<file path="config.mk">
export PLATFORM = sky130hd
export DESIGN_NAME = rle_bitpack_hybrid_decoder_flat
export DESIGN_NICKNAME = d
export VERILOG_FILES = /design/src/rtl/core/rbd_pkg.sv /design/src/rtl/core/rbd_byte_if.sv /design/src/rtl/core/rbd_res_if.sv /design/src/rtl/core/rbd_cmd_fifo.sv /design/src/rtl/core/rbd_front.sv /design/src/rtl/core/rbd_back.sv /design/src/rtl/core/rle_bitpack_hybrid_decoder.sv /design/src/flat_wrapper.sv
export VERILOG_INCLUDE_DIRS = /design/src /design/src/rtl/core
export SDC_FILE = /design/constraint.sdc
export NUM_CORES = 2
export LEC_CHECK = 0
export ABC_CLOCK_PERIOD_IN_PS = 8250
export BUFFER_PORTS_ARGS = -buffer_cell sky130_fd_sc_hd__buf_4
export CELL_PAD_IN_SITES_DETAIL_PLACEMENT = 0
export CELL_PAD_IN_SITES_GLOBAL_PLACEMENT = 1
export CORE_MARGIN = 3
export CORE_UTILIZATION = 35
export CTS_BUF_LIST = sky130_fd_sc_hd__clkbuf_2
export DETAILED_ROUTE_END_ITERATION = 10
export GPL_TIMING_DRIVEN = 0
export HOLD_SLACK_MARGIN = 0.15
export PLACE_DENSITY_LB_ADDON = 0.15
export SETUP_SLACK_MARGIN = 0.1
export SLEW_MARGIN = 15
export SYNTH_ARGS = -nofsm -noshare
export SYNTH_HDL_FRONTEND = slang
export SYNTH_SLANG_ARGS = --single-unit
export TNS_END_PERCENT = 50
</file>
<file path="constraint.sdc">
create_clock -name i_clk -period 8.25 [get_ports i_clk]
set_input_delay 1.2375 -clock i_clk [delete_from_list [all_inputs] [get_ports i_clk]]
set_output_delay 1.2375 -clock i_clk [all_outputs]
set_load 0.01 [all_outputs]
</file>
<file path="src/rtl/core/rle_bitpack_hybrid_decoder_assert.svh">
// Assertion macros shared by the command queue and the back end.
`ifndef RLE_BITPACK_HYBRID_DECODER_ASSERT_SVH
`define RLE_BITPACK_HYBRID_DECODER_ASSERT_SVH

// Same-cycle implication, checked out of reset.
`define RBD_ASSERT_NOW(lbl, clk, rst_n, ante, cons, msg) \
    lbl: assert property (@(posedge clk) disable iff (!rst_n) (ante) |-> (cons)) \
        else $error(msg);

// Next-cycle implication, checked out of reset.
`define RBD_ASSERT_NEXT(lbl, clk, rst_n, ante, cons, msg) \
    lbl: assert property (@(posedge clk) disable iff (!rst_n) (ante) |=> (cons)) \
        else $error(msg);

`endif

</file>
<file path="src/rtl/core/rbd_pkg.sv">
// Types, constants and helper functions of the hybrid stream decoder.
`default_nettype none
package rbd_pkg;

    localparam int C_MAX_BIT_WIDTH = 32;
    localparam int C_BUF_W         = C_MAX_BIT_WIDTH + 7;
    localparam int C_FIFO_DEPTH    = 4;

    localparam logic [1:0] KIND_RUN = 2'd0;
    localparam logic [1:0] KIND_LIT = 2'd1;
    localparam logic [1:0] KIND_ERR = 2'd2;

    localparam logic [31:0] ERR_LONG_HEADER = 32'd1;
    localparam logic [31:0] ERR_ZERO_GROUPS = 32'd2;
    localparam logic [31:0] ERR_MANY_GROUPS = 32'd3;

    localparam logic [63:0] C_GROUP_LIMIT = 64'd268435455;
    localparam logic [30:0] C_RUN_MAX     = 31'h7FFF_FFFF;
    localparam logic [3:0]  C_MAX_LIT_PER_BYTE = 4'd8;

    // Work unit handed from the front end to the back end.
    typedef struct packed {
        logic [1:0]  kind;
        logic [31:0] data;        // run value, error code, or literal byte
        logic [30:0] run_length;
        logic [5:0]  width;
        logic        lit_start;   // first byte of a literal run
        logic        lit_end;     // last byte of a literal run
    } t_cmd;

    function automatic logic [5:0] f_eff_width(input logic [5:0] raw);
        logic [5:0] w;
        if (raw == 6'd0) begin
            w = 6'd1;
        end else if (raw > 6'(C_MAX_BIT_WIDTH)) begin
            w = 6'(C_MAX_BIT_WIDTH);
        end else begin
            w = raw;
        end
        return w;
    endfunction

    function automatic logic [31:0] f_width_mask(input logic [5:0] w);
        logic [31:0] m;
        if (w >= 6'd32) begin
            m = '1;
        end else begin
            m = (32'd1 << w) - 32'd1;
        end
        return m;
    endfunction

endpackage
`default_nettype wire

</file>
<file path="src/rtl/core/rbd_byte_if.sv">
// Input byte channel: valid/ready handshake with one stream byte.
`default_nettype none
interface rbd_byte_if;
    logic       valid;
    logic       ready;
    logic [7:0] stream_byte;
    logic       start_of_page;

    modport source (output valid, output stream_byte, output start_of_page, input ready);
    modport sink (input valid, input stream_byte, input start_of_page, output ready);
endinterface
`default_nettype wire

</file>
<file path="src/rtl/core/rbd_res_if.sv">
// Result channel: valid/ready handshake with one decoded result.
`default_nettype none
interface rbd_res_if;
    logic        valid;
    logic        ready;
    logic [1:0]  kind;
    logic [31:0] value;
    logic [30:0] run_length;
    logic        last;

    modport source (output valid, output kind, output value, output run_length,
                    output last, input ready);
    modport sink (input valid, input kind, input value, input run_length,
                  input last, output ready);
endinterface
`default_nettype wire

</file>
<file path="src/rtl/core/rbd_cmd_fifo.sv">
// Short command queue between the front end and the back end.
`default_nettype none
module rbd_cmd_fifo (
    input  logic          i_clk,
    input  logic          i_rst_n,
    input  logic          i_push,
    input  rbd_pkg::t_cmd i_push_cmd,
    output logic          o_not_full,
    input  logic          i_pop,
    output logic          o_valid,
    output rbd_pkg::t_cmd o_head
);
    import rbd_pkg::*;
    `include "rle_bitpack_hybrid_decoder_assert.svh"

    localparam int PtrW = $clog2(C_FIFO_DEPTH);
    localparam int CntW = $clog2(C_FIFO_DEPTH + 1);

    t_cmd            r_mem [C_FIFO_DEPTH];
    logic [PtrW-1:0] r_wr;
    logic [PtrW-1:0] r_rd;
    logic [CntW-1:0] r_count;
    logic            push;
    logic            pop;

    assign o_not_full = (r_count != CntW'(C_FIFO_DEPTH));
    assign o_valid    = (r_count != '0);
    assign o_head     = r_mem[r_rd];
    assign push       = i_push && o_not_full;
    assign pop        = i_pop && o_valid;

    always_ff @(posedge i_clk) begin
        if (push) begin
            r_mem[r_wr] <= i_push_cmd;
        end
    end

    always_ff @(posedge i_clk) begin
        if (!i_rst_n) begin
            r_wr    <= '0;
            r_rd    <= '0;
            r_count <= '0;
        end else begin
            if (push) begin
                r_wr <= PtrW'(r_wr + 1'b1);
            end
            if (pop) begin
                r_rd <= PtrW'(r_rd + 1'b1);
            end
            if (push && !pop) begin
                r_count <= r_count + 1'b1;
            end else if (pop && !push) begin
                r_count <= r_count - 1'b1;
            end
        end
    end

    `RBD_ASSERT_NOW(a_count_bound, i_clk, i_rst_n, 1'b1,
        r_count <= CntW'(C_FIFO_DEPTH), "queue count above depth")
    `RBD_ASSERT_NEXT(a_count_up, i_clk, i_rst_n, push && !pop,
        r_count == $past(r_count) + 1'b1, "queue count missed a push")
    `RBD_ASSERT_NEXT(a_count_hold, i_clk, i_rst_n, push == pop,
        $stable(r_count), "queue count moved without net transaction")

endmodule
`default_nettype wire

</file>
<file path="src/rtl/core/rbd_front.sv">
// Front end: parses run headers and repeat values, tags literal bytes, flags header errors.
`default_nettype none
module rbd_front #(
    parameter int MAX_HEADER_BYTES = 5
) (
    input  logic          i_clk,
    input  logic          i_rst_n,
    input  logic [5:0]    i_width,
    rbd_byte_if.sink      i_byte_if,
    output logic          o_push,
    output rbd_pkg::t_cmd o_cmd,
    input  logic          i_push_ready
);
    import rbd_pkg::*;

    localparam int AccW  = 7 * MAX_HEADER_BYTES;
    localparam int IndW  = (AccW > 64) ? 64 : AccW;
    localparam int SeenW = (MAX_HEADER_BYTES > 1) ? $clog2(MAX_HEADER_BYTES) : 1;
    localparam logic [SeenW-1:0] SeenLast = SeenW'(MAX_HEADER_BYTES - 1);

    localparam logic [1:0] PH_HEADER  = 2'd0;
    localparam logic [1:0] PH_REPEAT  = 2'd1;
    localparam logic [1:0] PH_LITERAL = 2'd2;
    localparam logic [1:0] PH_HALT    = 2'd3;

    logic [1:0]       r_phase, n_phase, b_phase;
    logic [AccW-1:0]  r_acc, n_acc, b_acc, full_acc;
    logic [SeenW-1:0] r_seen, n_seen, b_seen;
    logic [30:0]      r_run, n_run, b_run;
    logic [31:0]      r_vacc, n_vacc, b_vacc, full_vacc;
    logic [1:0]       r_vseen, n_vseen, b_vseen;
    logic [33:0]      r_left, n_left, b_left, left_dec;
    logic             r_first, n_first;

    logic             accept;
    logic             clear;
    logic [7:0]       in_byte;
    logic [63:0]      cnt64;
    logic [27:0]      groups;
    logic [33:0]      lit_bytes;
    logic [2:0]       value_bytes;

    assign i_byte_if.ready = i_push_ready;
    assign accept      = i_byte_if.valid && i_push_ready;
    assign clear       = i_byte_if.start_of_page;
    assign in_byte     = i_byte_if.stream_byte;
    assign value_bytes = 3'((7'(i_width) + 7'd7) >> 3);

    always_comb begin
        b_phase = clear ? PH_HEADER : r_phase;
        b_acc   = clear ? '0 : r_acc;
        b_seen  = clear ? '0 : r_seen;
        b_run   = clear ? '0 : r_run;
        b_vacc  = clear ? '0 : r_vacc;
        b_vseen = clear ? '0 : r_vseen;
        b_left  = clear ? '0 : r_left;

        full_acc = b_acc;
        for (int i = 0; i < MAX_HEADER_BYTES; i++) begin
            if (b_seen == SeenW'(i)) begin
                full_acc[7*i +: 7] = in_byte[6:0];
            end
        end
        cnt64 = 64'(full_acc[IndW-1:0]) >> 1;

        full_vacc = b_vacc;
        for (int k = 0; k < 4; k++) begin
            if (b_vseen == 2'(k)) begin
                full_vacc[8*k +: 8] = in_byte;
            end
        end
        left_dec = b_left - 34'd1;
    end

    assign groups    = cnt64[27:0];
    assign lit_bytes = 34'(groups) * 34'(i_width);

    always_comb begin
        n_phase = r_phase;
        n_acc   = r_acc;
        n_seen  = r_seen;
        n_run   = r_run;
        n_vacc  = r_vacc;
        n_vseen = r_vseen;
        n_left  = r_left;
        n_first = r_first;
        o_push  = 1'b0;
        o_cmd   = '0;
        o_cmd.width = i_width;

        if (accept) begin
            n_phase = b_phase;
            n_acc   = b_acc;
            n_seen  = b_seen;
            n_run   = b_run;
            n_vacc  = b_vacc;
            n_vseen = b_vseen;
            n_left  = b_left;
            case (b_phase)
                PH_HEADER: begin
                    if (in_byte[7]) begin
                        if (b_seen == SeenLast) begin
                            o_push     = 1'b1;
                            o_cmd.kind = KIND_ERR;
                            o_cmd.data = ERR_LONG_HEADER;
                            n_phase    = PH_HALT;
                        end else begin
                            n_acc  = full_acc;
                            n_seen = b_seen + 1'b1;
                        end
                    end else begin
                        n_acc  = '0;
                        n_seen = '0;
                        if (!full_acc[0]) begin
                            n_run   = (cnt64 > 64'(C_RUN_MAX)) ? C_RUN_MAX : cnt64[30:0];
                            n_vacc  = '0;
                            n_vseen = '0;
                            n_phase = PH_REPEAT;
                        end else if (cnt64 == 64'd0) begin
                            o_push     = 1'b1;
                            o_cmd.kind = KIND_ERR;
                            o_cmd.data = ERR_ZERO_GROUPS;
                            n_phase    = PH_HALT;
                        end else if (cnt64 >= C_GROUP_LIMIT) begin
                            o_push     = 1'b1;
                            o_cmd.kind = KIND_ERR;
                            o_cmd.data = ERR_MANY_GROUPS;
                            n_phase    = PH_HALT;
                        end else begin
                            n_left  = lit_bytes;
                            n_first = 1'b1;
                            n_phase = PH_LITERAL;
                        end
                    end
                end
                PH_REPEAT: begin
                    if (({1'b0, b_vseen} + 3'd1) >= value_bytes) begin
                        if (b_run != '0) begin
                            o_push           = 1'b1;
                            o_cmd.kind       = KIND_RUN;
                            o_cmd.data       = full_vacc & f_width_mask(i_width);
                            o_cmd.run_length = b_run;
                        end
                        n_vacc  = '0;
                        n_vseen = '0;
                        n_run   = '0;
                        n_phase = PH_HEADER;
                    end else begin
                        n_vacc  = full_vacc;
                        n_vseen = b_vseen + 1'b1;
                    end
                end
                PH_LITERAL: begin
                    o_push          = 1'b1;
                    o_cmd.kind      = KIND_LIT;
                    o_cmd.data      = {24'd0, in_byte};
                    o_cmd.lit_start = r_first && !clear;
                    o_cmd.lit_end   = (left_dec == '0);
                    n_first         = 1'b0;
                    n_left          = left_dec;
                    if (left_dec == '0) begin
                        n_phase = PH_HEADER;
                    end
                end
                default: begin
                    // halted: drop bytes until the next page start
                end
            endcase
        end
    end

    always_ff @(posedge i_clk) begin
        if (!i_rst_n) begin
            r_phase <= PH_HEADER;
            r_acc   <= '0;
            r_seen  <= '0;
            r_run   <= '0;
            r_vacc  <= '0;
            r_vseen <= '0;
            r_left  <= '0;
            r_first <= 1'b0;
        end else begin
            r_phase <= n_phase;
            r_acc   <= n_acc;
            r_seen  <= n_seen;
            r_run   <= n_run;
            r_vacc  <= n_vacc;
            r_vseen <= n_vseen;
            r_left  <= n_left;
            r_first <= n_first;
        end
    end

endmodule
`default_nettype wire

</file>
<file path="src/rtl/core/rbd_back.sv">
// Back end: unpacks literal bits and drives the registered result port.
`default_nettype none
module rbd_back (
    input  logic          i_clk,
    input  logic          i_rst_n,
    input  logic          i_cmd_valid,
    input  rbd_pkg::t_cmd i_cmd,
    output logic          o_pop,
    rbd_res_if.source     o_res_if
);
    import rbd_pkg::*;
    `include "rle_bitpack_hybrid_decoder_assert.svh"

    logic               r_act;
    logic [C_BUF_W-1:0] r_buf;
    logic [5:0]         r_held;
    logic [3:0]         r_cnt;
    logic [5:0]         r_w;
    logic               r_lit_end;

    logic               r_out_valid;
    logic [1:0]         r_out_kind;
    logic [31:0]        r_out_value;
    logic [30:0]        r_out_len;
    logic               r_out_last;

    logic               can_load;
    logic               more;
    logic               emit;
    logic [5:0]         held_after;
    logic [3:0]         cnt_after;
    logic               more_after;
    logic               act_done;
    logic               slot_free;
    logic               head_lit;
    logic               pop_lit;
    logic               pop_res;
    logic [C_BUF_W-1:0] base_buf;
    logic [5:0]         base_held;
    logic [C_BUF_W-1:0] in_buf;
    logic [5:0]         in_held;

    assign can_load   = !r_out_valid || o_res_if.ready;
    assign more       = r_act && (r_held >= r_w) && (r_cnt != C_MAX_LIT_PER_BYTE);
    assign emit       = more && can_load;
    assign held_after = r_held - r_w;
    assign cnt_after  = r_cnt + 4'd1;
    assign more_after = (held_after >= r_w) && (cnt_after != C_MAX_LIT_PER_BYTE);
    assign act_done   = r_act && (!more || (emit && !more_after));
    assign slot_free  = !r_act || act_done;
    assign head_lit   = (i_cmd.kind == KIND_LIT);
    assign pop_lit    = i_cmd_valid && slot_free && head_lit;
    assign pop_res    = i_cmd_valid && slot_free && !head_lit && !emit && can_load;
    assign o_pop      = pop_lit || pop_res;

    always_comb begin
        if (act_done && r_lit_end) begin
            base_buf  = '0;
            base_held = '0;
        end else if (emit) begin
            base_buf  = r_buf >> r_w;
            base_held = held_after;
        end else begin
            base_buf  = r_buf;
            base_held = r_held;
        end
        in_buf  = i_cmd.lit_start ? '0 : base_buf;
        in_held = i_cmd.lit_start ? '0 : base_held;
    end

    always_ff @(posedge i_clk) begin
        if (!i_rst_n) begin
            r_act     <= 1'b0;
            r_buf     <= '0;
            r_held    <= '0;
            r_cnt     <= '0;
            r_w       <= 6'd1;
            r_lit_end <= 1'b0;
        end else if (pop_lit) begin
            r_act     <= 1'b1;
            r_buf     <= in_buf | (C_BUF_W'(i_cmd.data[7:0]) << in_held);
            r_held    <= in_held + 6'd8;
            r_cnt     <= '0;
            r_w       <= i_cmd.width;
            r_lit_end <= i_cmd.lit_end;
        end else begin
            r_act  <= r_act && !act_done;
            r_buf  <= base_buf;
            r_held <= base_held;
            if (emit) begin
                r_cnt <= cnt_after;
            end
        end
    end

    // Output register: one result per cycle, held while the sink stalls.
    always_ff @(posedge i_clk) begin
        if (!i_rst_n) begin
            r_out_valid <= 1'b0;
        end else if (emit || pop_res) begin
            r_out_valid <= 1'b1;
        end else if (o_res_if.ready) begin
            r_out_valid <= 1'b0;
        end
    end

    always_ff @(posedge i_clk) begin
        if (emit) begin
            r_out_kind  <= KIND_LIT;
            r_out_value <= r_buf[31:0] & f_width_mask(r_w);
            r_out_len   <= 31'd1;
            r_out_last  <= !more_after;
        end else if (pop_res) begin
            r_out_kind  <= i_cmd.kind;
            r_out_value <= i_cmd.data;
            r_out_len   <= i_cmd.run_length;
            r_out_last  <= 1'b1;
        end
    end

    assign o_res_if.valid      = r_out_valid;
    assign o_res_if.kind       = r_out_kind;
    assign o_res_if.value      = r_out_value;
    assign o_res_if.run_length = r_out_len;
    assign o_res_if.last       = r_out_last;

    `RBD_ASSERT_NOW(a_held_bound, i_clk, i_rst_n, 1'b1, r_held <= 6'(C_BUF_W),
        "bit buffer overfilled")
    `RBD_ASSERT_NOW(a_cnt_bound, i_clk, i_rst_n, r_act, r_cnt <= C_MAX_LIT_PER_BYTE,
        "too many literals from one byte")
    `RBD_ASSERT_NOW(a_one_source, i_clk, i_rst_n, pop_res, !emit,
        "run result collides with literal")
    `RBD_ASSERT_NEXT(a_emit_lands, i_clk, i_rst_n, emit || pop_res, r_out_valid,
        "result not presented")

endmodule
`default_nettype wire

</file>
<file path="src/rtl/core/rle_bitpack_hybrid_decoder.sv">
// Top level of the RLE / bit-packing hybrid stream decoder.
//
//   channel    dir  handshake        payload
//   i_byte_if  in   valid/ready      stream_byte[7:0], start_of_page
//   o_res_if   out  valid/ready      kind[1:0], value[31:0], run_length[30:0], last
//   cfg        in   i_cfg_we         i_cfg_wdata[5:0] = bit_width
//
// Header and repeat-value bytes are taken one per cycle while the queue has room.
// A literal byte yields up to eight results, one per cycle from the back-end unpacker
// while the sink accepts them; a run or an error yields a single result.
// Reset is synchronous and active low; it clears all decoding state, sets bit_width to 1.
// A four-entry command queue and the output register let either side stall alone.
`default_nettype none
module rle_bitpack_hybrid_decoder #(
    parameter int MAX_HEADER_BYTES = 5
) (
    input  logic       i_clk,
    input  logic       i_rst_n,
    input  logic       i_cfg_we,
    input  logic [5:0] i_cfg_wdata,
    rbd_byte_if.sink   i_byte_if,
    rbd_res_if.source  o_res_if
);
    import rbd_pkg::*;

    logic [5:0] r_bit_width;
    logic [5:0] eff_width;
    logic       push;
    t_cmd       push_cmd;
    logic       not_full;
    logic       pop;
    logic       head_valid;
    t_cmd       head;

    always_ff @(posedge i_clk) begin
        if (!i_rst_n) begin
            r_bit_width <= 6'd1;
        end else if (i_cfg_we) begin
            r_bit_width <= i_cfg_wdata;
        end
    end

    assign eff_width = f_eff_width(r_bit_width);

    rbd_front #(
        .MAX_HEADER_BYTES(MAX_HEADER_BYTES)
    ) u_front (
        .i_clk        (i_clk),
        .i_rst_n      (i_rst_n),
        .i_width      (eff_width),
        .i_byte_if    (i_byte_if),
        .o_push       (push),
        .o_cmd        (push_cmd),
        .i_push_ready (not_full)
    );

    rbd_cmd_fifo u_fifo (
        .i_clk      (i_clk),
        .i_rst_n    (i_rst_n),
        .i_push     (push),
        .i_push_cmd (push_cmd),
        .o_not_full (not_full),
        .i_pop      (pop),
        .o_valid    (head_valid),
        .o_head     (head)
    );

    rbd_back u_back (
        .i_clk       (i_clk),
        .i_rst_n     (i_rst_n),
        .i_cmd_valid (head_valid),
        .i_cmd       (head),
        .o_pop       (pop),
        .o_res_if    (o_res_if)
    );

endmodule
`default_nettype wire
</file>
<file path="src/flat_wrapper.sv">
// flat-port wrapper written by rule: the top's interface ports become plain ports
module rle_bitpack_hybrid_decoder_flat import rbd_pkg::*;
#(
    parameter int MAX_HEADER_BYTES = 5
)
  (i_clk, i_rst_n, i_cfg_we, i_cfg_wdata, i_byte_if_valid, i_byte_if_stream_byte, i_byte_if_start_of_page, i_byte_if_ready, o_res_if_valid, o_res_if_kind, o_res_if_value, o_res_if_run_length, o_res_if_last, o_res_if_ready);
  rbd_byte_if i_byte_if_i ();
  rbd_res_if o_res_if_i ();
  input  logic i_clk;
  input  logic i_rst_n;
  input  logic i_cfg_we;
  input  logic [5:0] i_cfg_wdata;
  input wire logic [$bits(i_byte_if_i.valid)-1:0] i_byte_if_valid;
  input wire logic [$bits(i_byte_if_i.stream_byte)-1:0] i_byte_if_stream_byte;
  input wire logic [$bits(i_byte_if_i.start_of_page)-1:0] i_byte_if_start_of_page;
  output wire logic [$bits(i_byte_if_i.ready)-1:0] i_byte_if_ready;
  output wire logic [$bits(o_res_if_i.valid)-1:0] o_res_if_valid;
  output wire logic [$bits(o_res_if_i.kind)-1:0] o_res_if_kind;
  output wire logic [$bits(o_res_if_i.value)-1:0] o_res_if_value;
  output wire logic [$bits(o_res_if_i.run_length)-1:0] o_res_if_run_length;
  output wire logic [$bits(o_res_if_i.last)-1:0] o_res_if_last;
  input wire logic [$bits(o_res_if_i.ready)-1:0] o_res_if_ready;
  assign i_byte_if_i.valid = i_byte_if_valid;
  assign i_byte_if_i.stream_byte = i_byte_if_stream_byte;
  assign i_byte_if_i.start_of_page = i_byte_if_start_of_page;
  assign i_byte_if_ready = i_byte_if_i.ready;
  assign o_res_if_valid = o_res_if_i.valid;
  assign o_res_if_kind = o_res_if_i.kind;
  assign o_res_if_value = o_res_if_i.value;
  assign o_res_if_run_length = o_res_if_i.run_length;
  assign o_res_if_last = o_res_if_i.last;
  assign o_res_if_i.ready = o_res_if_ready;
  rle_bitpack_hybrid_decoder #(.MAX_HEADER_BYTES(MAX_HEADER_BYTES)) u_core (.i_clk(i_clk), .i_rst_n(i_rst_n), .i_cfg_we(i_cfg_we), .i_cfg_wdata(i_cfg_wdata), .i_byte_if(i_byte_if_i), .o_res_if(o_res_if_i));
endmodule
</file>
Word level (Yosys, flattened, before mapping)
Memories as Yosys holds them, arrays and structs flattened. A register that Yosys moved wholly into a read port is not among the register bits.
Cells that the tools add are included.
Storage, ports and cells
  register bits: 277
  memory bits (writable): 292
  input bits: 20
  output and inout port bits: 68
  word-level logic and storage cells: 224
  memories: 1
Cells by class
  add/subtract/negate cells: 14
  multipliers: 1
  magnitude comparators: 8
  eq/ne operators: 17
  shifts and indexed selects: 4
  mux-type cells: 104
  bitwise operators: 4
  reduce and logical (&&, ||, !) cells: 48
Memories
  u_core.u_fifo.r_mem: depth 4, bits a word 73, rd ports 1, clocked after memory_dff 1, wr ports 1, line rbd_cmd_fifo.sv:19  | t_cmd r_mem [C_FIFO_DEPTH];
Operators with widths (number)
  $mux W32: 13
  $mux W34: 10
  $mux W31: 6
  $mux W39: 4
  $mux W35: 4
  $mux W63: 2
  $pmux W34 S3: 1
  $pmux W34 S2: 1
  $mux W65: 1
  $and A32 B32 Y32: 2
  $logic_not A64 Y1: 1
  $pmux W32 S2: 1
  $shl A1 B6 Y32 const A: 2
  $sub A32 B1 Y32 const B: 2
  $pmux W31 S2: 1
  $or A39 B39 Y39: 1
  $shl A8 B6 Y39: 1
  $shr A39 B6 Y39: 1
  $mux W6: 6
  $mux W7: 5
  $ge A34 B28 Y1 const B: 1
  $gt A34 B31 Y1 const B: 1
  $logic_not A34 Y1: 1
  $mul A28 B6 Y34: 1
  other kinds (41): 131

Longest topological paths before layout
  depth in word-level cells: 17
  mapped depth: 31
  depth with buffers taken out: 23

Modules after synthesis
From an unflattened synthesis, not the netlist that was laid out.
Second synthesis, totals
  cells, all modules: 3619
  area, all modules: 35998.3 um^2
By module, submodules not included
  rbd_front: times used 1, cells each 2098, area each 15429.8 um^2, seq. area each 2802.7 um^2
  rbd_cmd_fifo: times used 1, cells each 429, area each 11086.9 um^2, seq. area each 8948.6 um^2
  rbd_back: times used 1, cells each 1065, area each 9218.8 um^2, seq. area each 2812.7 um^2
  rle_bitpack_hybrid_decoder: times used 1, cells each 27, area each 262.8 um^2, seq. area each 120.1 um^2

Least setup slack after synthesis
No wires, ideal clock.
  path kind: input to register
  from: input i_byte_if_start_of_page
  to: register u_core.u_front.r_left[33]
  library setup time: 0.117 ns
  data arrival time: 7.704 ns
  data required time: 8.133 ns
  setup slack: 0.429 ns
  stages on the path: 28
  buffers on the path: 8
  cells stage by stage: buf_2 > buf_4 > inv_2 > buf_2 > buf_1 > buf_1 > buf_6 > buf_4 > nand2_1 > ha_1 > buf_4 > a32oi_1 > nor2_1 > fa_1 > inv_1 > fa_1 > fa_1 > inv_1 > ha_1 > nor2b_1 > o31a_1 > o41a_1 > a21oi_1 > o211ai_1 > a2111oi_0 > or4_1 > nand3_1 > a22o_1
On the way
  word-level cells in the longest chain between the ends: 9
  elaborated cells between the ends (all ways): 25
  classes of those cells: add/sub (1); mul (1); order compare (1); eq/ne (5); mux (14); reduce/logical (3)
Ends and longest elaborated chain
  start, declared: line flat_wrapper.sv:15  | input wire logic [$bits(i_byte_if_i.start_of_page)-1:0] i_byte_if_start_of_page;
  $mux W3: line rbd_front.sv:52  | b_seen = clear ? '0 : r_seen;
  $eq A3 B1 Y1, or another cell as far along: line rbd_front.sv:60  | if (b_seen == SeenW'(i)) begin
  $mux W7: line rbd_front.sv:60
  $mul A28 B6 Y34 / $ge A34 B28 Y1 (equally long branches): line rbd_front.sv:76, rbd_front.sv:124
  $mux W34: line rbd_front.sv:124  | end else if (cnt64 >= C_GROUP_LIMIT) begin
  $mux W34: line rbd_front.sv:119  | end else if (cnt64 == 64'd0) begin
  $mux W34: line rbd_front.sv:114  | if (!full_acc[0]) begin
  $mux W34: line rbd_front.sv:101  | if (in_byte[7]) begin
  $pmux W34 S2 (*): line rbd_front.sv:99  | case (b_phase)
  end signal, assigned: line rbd_front.sv:189  | r_left <= n_left;
  end, declared: line rbd_front.sv:32  | logic [33:0] r_left, n_left, b_left, left_dec;
Mark *: on every way between the ends. The rest lies on a longest branch, timed or not.
A chain may end at the register's enable or synchronous reset.

Worst setup path after layout
  from: register u_core.r_bit_width[4]
  to: register u_core.u_front.r_left[33]
On the way
  word-level cells in the longest chain between the ends: 9
  elaborated cells between the ends (all ways): 10
  classes of those cells: mul (1); order compare (1); mux (7); reduce/logical (1)
Ends and longest elaborated chain
  start, declared: line rle_bitpack_hybrid_decoder.sv:26  | logic [5:0] r_bit_width;
  start signal, assigned: line rle_bitpack_hybrid_decoder.sv:39  | r_bit_width <= i_cfg_wdata;
  $gt A6 B6 Y1: line rbd_pkg.sv:35  | end else if (raw > 6'(C_MAX_BIT_WIDTH)) begin
  $mux W6: line rbd_pkg.sv:35
  $mux W6 (*): line rbd_pkg.sv:33  | if (raw == 6'd0) begin
  $mul A28 B6 Y34 (*): line rbd_front.sv:76  | assign lit_bytes = 34'(groups) * 34'(i_width);
  $mux W34 (*): line rbd_front.sv:124
  $mux W34 (*): line rbd_front.sv:119
  $mux W34 (*): line rbd_front.sv:114
  $mux W34 (*): line rbd_front.sv:101
  $pmux W34 S2 (*): line rbd_front.sv:99
Marked as above.

==> flow_summary.toml <==
[clocking]
root_buffer = "clkbuf_2"
post-cts-setup-buffer-count = 0
clkLatencyLatePin_ps = 1530
cts.path.max_buffers = 3
cts_tree = "yes"
clk_pin_slew_ps = 100
clock-sinks = 571
numCtsBuffers = 156
cts_htree_levels = 4

[worst_hold_path]
hold_depth = 2
hold_end = "u_core.r_bit_width[0]"
min_from = "i_cfg_we"
hold_path_class = "in -> reg"

[setup_path]
critPathKind = "reg -> reg"
path_delay_family = "buffers and inverters"
critPathRequiredTime_ps = 9580
end_kind = "register"
r2r-start = "u_core.r_bit_width[4]"
slowest_delay_ps = 750
critPathMostFrequentCell = "fa_1"
cp_max_fo = 10
cp.arrival_ps = 9190
cp_cell_sequence = "buf_1 -> nor2_1 -> a21oi_1 -> or2_2 -> clkbuf_1 -> buf_1 -> clkbuf_1 -> nor2_1 -> fa_1 -> inv_1 -> fa_1 -> fa_1 -> inv_1 -> ha_1 -> nor2b_1 -> o31a_1 -> o41a_1 -> a21oi_2 -> o211ai_1 -> a2111oi_1 -> or4_1 -> nand3_1 -> a22o_1"
cp_slowest_cell = "buf_1"
rr_worst_depth = 23
cp-start-kind = "register"
reg2reg_slack_ps = 390
cp_num_buf_inv = 6
startpoint = "u_core.r_bit_width[4]"
r2r_end = "u_core.u_front.r_left[33]"

[synthesis]
seq_area_frac_synth_pct = 41.7
synth.most_common_cell = "nor2_1"
syn-num-nets = 3860
avgSynthCellArea_sq_um = 9.63
yosys_warnings = 0
ys_types = 106
ys.flop_type = "edfxtp_1"
synth_commonest_cells = "nor2_1, nand2_1, edfxtp_1"
synthArstFlopShare_pct = 0
synth_largest_area_cell = "edfxtp_1"
synth_top_area_share_pct = 27.7
ys_ff_latch = 571
synthCells = 3655
synth_area_leaders = "edfxtp_1, dfxtp_1, fa_1"
netlist_area_sq_um = 35200
synth_edf_count = 325

[power]
p_leak_nw = 14.6
switching_share_pct = 42.3
powerDensity_nw_per_um2 = 243
pwr-share-comb_pct = 40.2
p_seq_share_pct = 37.4
p_switching_mw = 4.06
clock_power_share_pct = 22.4
power_mw = 9.61
ir_worst_vdd_mv = 0.122
p_int_mw = 5.55

[floorplanning]
start_util_pct = 35.5
dieArea_sq_um = 104000
die_h_um = 323
rows = 115
design.core.area_sq_um = 99000
dieWidth_um = 323
pin_count = 88

[sta]
slew_headroom_pct = 18.0
rsz0062_at_grt = "true"
finalCriticalPeriod_ps = 7860
finalSetupViolations = 0
clock_skew_ps = 204
finalHoldViolCount = 0
min_period_over_period_pct = 95.3
worst_pin_slew_ps = 1220
hold_slack_ps = 362
fmax_ghz = 0.127
layout_setup_ws_ps = 387
slew_violations = 0

[drt]
avgViaCountPerCell = 5.76
drc = 0
ant_nets = 0
vias = 30736
first_pass_iters = 6
wl_per_cell_um = 26.1
drtIter0Drc = 3130
wl_um = 139000

[global_route]
grt_max_degree = 42
first_global_vias = 30247
antenna_found_initial = 7
grt_pass1_wl_um = 206000
overflow = 0
track_usage_pct = 26.5

[finish]
fin_cells = 5332
drive_gt1_share_pct = 14.7
n_fill_cell = 10153
layout.nets = 4121
final_area_sq_um = 39500
area_growth_pct = 12.2

[placed_design]
place_area_sq_um = 37800
dp_cells = 5041
io_buffers = 80
dp_hpwl_um = 104000
place_ws_ps = -2250
place_congestion = 1.01

[flow_run]
maxCapViolations = 0

[status]
outcome = "finished clean"
-- how the worst max path moves through the flow --
stage	cells after the start	slack [ps]	endpoint
final	23	390	u_core.u_front.r_left[33]
after global placement	23	-3500	u_core.u_fifo.r_mem[1][63]
after CTS	23	360	u_core.u_front.r_left[33]
after global routing	23	20	u_core.u_front.r_left[33]
after detailed placement	29	-2250	u_core.u_front.r_left[33]
after floorplan	28	430	u_core.u_front.r_left[33]
-- state kept, by name (all words and copies together) (netlist names), 2 cells and up, named ones only --
| name | flops |
|---|---|
| u_core.u_fifo.r_wr | 2 |
| u_core.u_fifo.r_rd | 2 |
| u_core.u_front.r_vseen | 2 |
| u_core.u_front.r_vacc | 32 |
| u_core.u_back.r_cnt | 4 |
| u_core.r_bit_width | 6 |
| u_core.u_front.r_left | 34 |
| u_core.u_back.r_w | 6 |
| u_core.u_back.o_res_if.run_length | 31 |
| u_core.u_back.r_buf | 39 |
| u_core.u_front.r_acc | 35 |
| u_core.u_front.r_seen | 3 |
| u_core.u_front.r_run | 31 |
| u_core.u_fifo.r_count | 3 |
| u_core.u_back.o_res_if.kind | 2 |
| u_core.u_front.r_phase | 2 |
| u_core.u_fifo.r_mem | 292 |
| u_core.u_back.o_res_if.value | 32 |
| u_core.u_back.r_held | 6 |
-- layout make-up --
| class | count | area, sq um | area share, % |
|---|---|---|---|
| clock buffers | 228 | 1140 | 2.89 |
| inverters | 197 | 742 | 1.88 |
| diodes | 6 | 15.0 | 0.0380 |
| clock inverters | 53 | 352 | 0.891 |
| repair buffers | 105 | 956 | 2.42 |
| multi-input cells | 2624 | 18800 | 47.7 |
| well taps | 1287 | 1610 | 4.08 |
| flip-flops and latches | 571 | 14700 | 37.2 |
| plain buffers | 261 | 1140 | 2.88 |
-- stage by stage --
stage	utilization [%]	TNS (ps)
2_1_floorplan	-	0
3_5_place_dp	38.2	-102710
3_3_place_gp	37.8	-1095570
4_1_cts	39.9	0
6_report	39.9	0
5_1_grt	39.9	0
-- power groups by stage --
stage	combinational [mW]	sequential (mW)	clock, mW
2_1_floorplan	2.35	3.63	0
3_3_place_gp	3.80	3.67	0
3_5_place_dp	3.82	3.66	0
4_1_cts	3.84	3.59	2.22
5_1_grt	4.19	3.62	2.37
6_report	3.87	3.59	2.15
-- routing by layer --
metal | up-vias | global-route usage (%) | routed length (um)
met1 | 15228 | 36.3 | 60500
met3 | 274 | 4.57 | 9880
li1 | 13900 | - | -
met2 | 1330 | 41.9 | 63500
met5 | - | 0 | 27
met4 | 4 | 10.5 | 5310
-- cells by family (layout without fill, tap and decap cells) --
kind of cell               count (synthesis)  count (layout)  synth area share (%)
AOI/OAI and AO/OA                        931             931                  17.1
xor gates and xnor gates                  49              49                  1.22
adders and majority gates                185             185                  8.86
buffers and inverters                    460             844                  5.34
DFF                                      571             571                  41.7
muxes                                    208             208                  9.27
other                                      1               7                0.0107
and+or+nand+nor                         1250            1250                  16.5
-- layout by cell type (no fill, tap or decap), types with 33 or more instances in the layout --
cell type,instances
a211oi_1,56
a21oi_1,314
a22oi_1,39
and2_1,40
buf_1,36
buf_4,92
clkbuf_1,180
clkbuf_2,230
clkinv_1,37
dfxtp_1,246
edfxtp_1,325
fa_1,107
ha_1,78
inv_1,190
mux2_2,33
mux2i_1,84
mux4_2,91
nand2_1,348
nand3_1,65
nor2_1,475
nor2b_1,34
nor3_1,63
nor3b_1,44
o21ai_0,177
o22ai_1,35
-- timing repair --
action / 4_1_cts / 5_1_grt
endpoints found under the setup margin: 14 / 6
gates resized for setup: 12 / 2
hold buffers: 6 / 0
endpoints found under the hold margin: 6 / 0
Power figures use the tool's default switching activity.
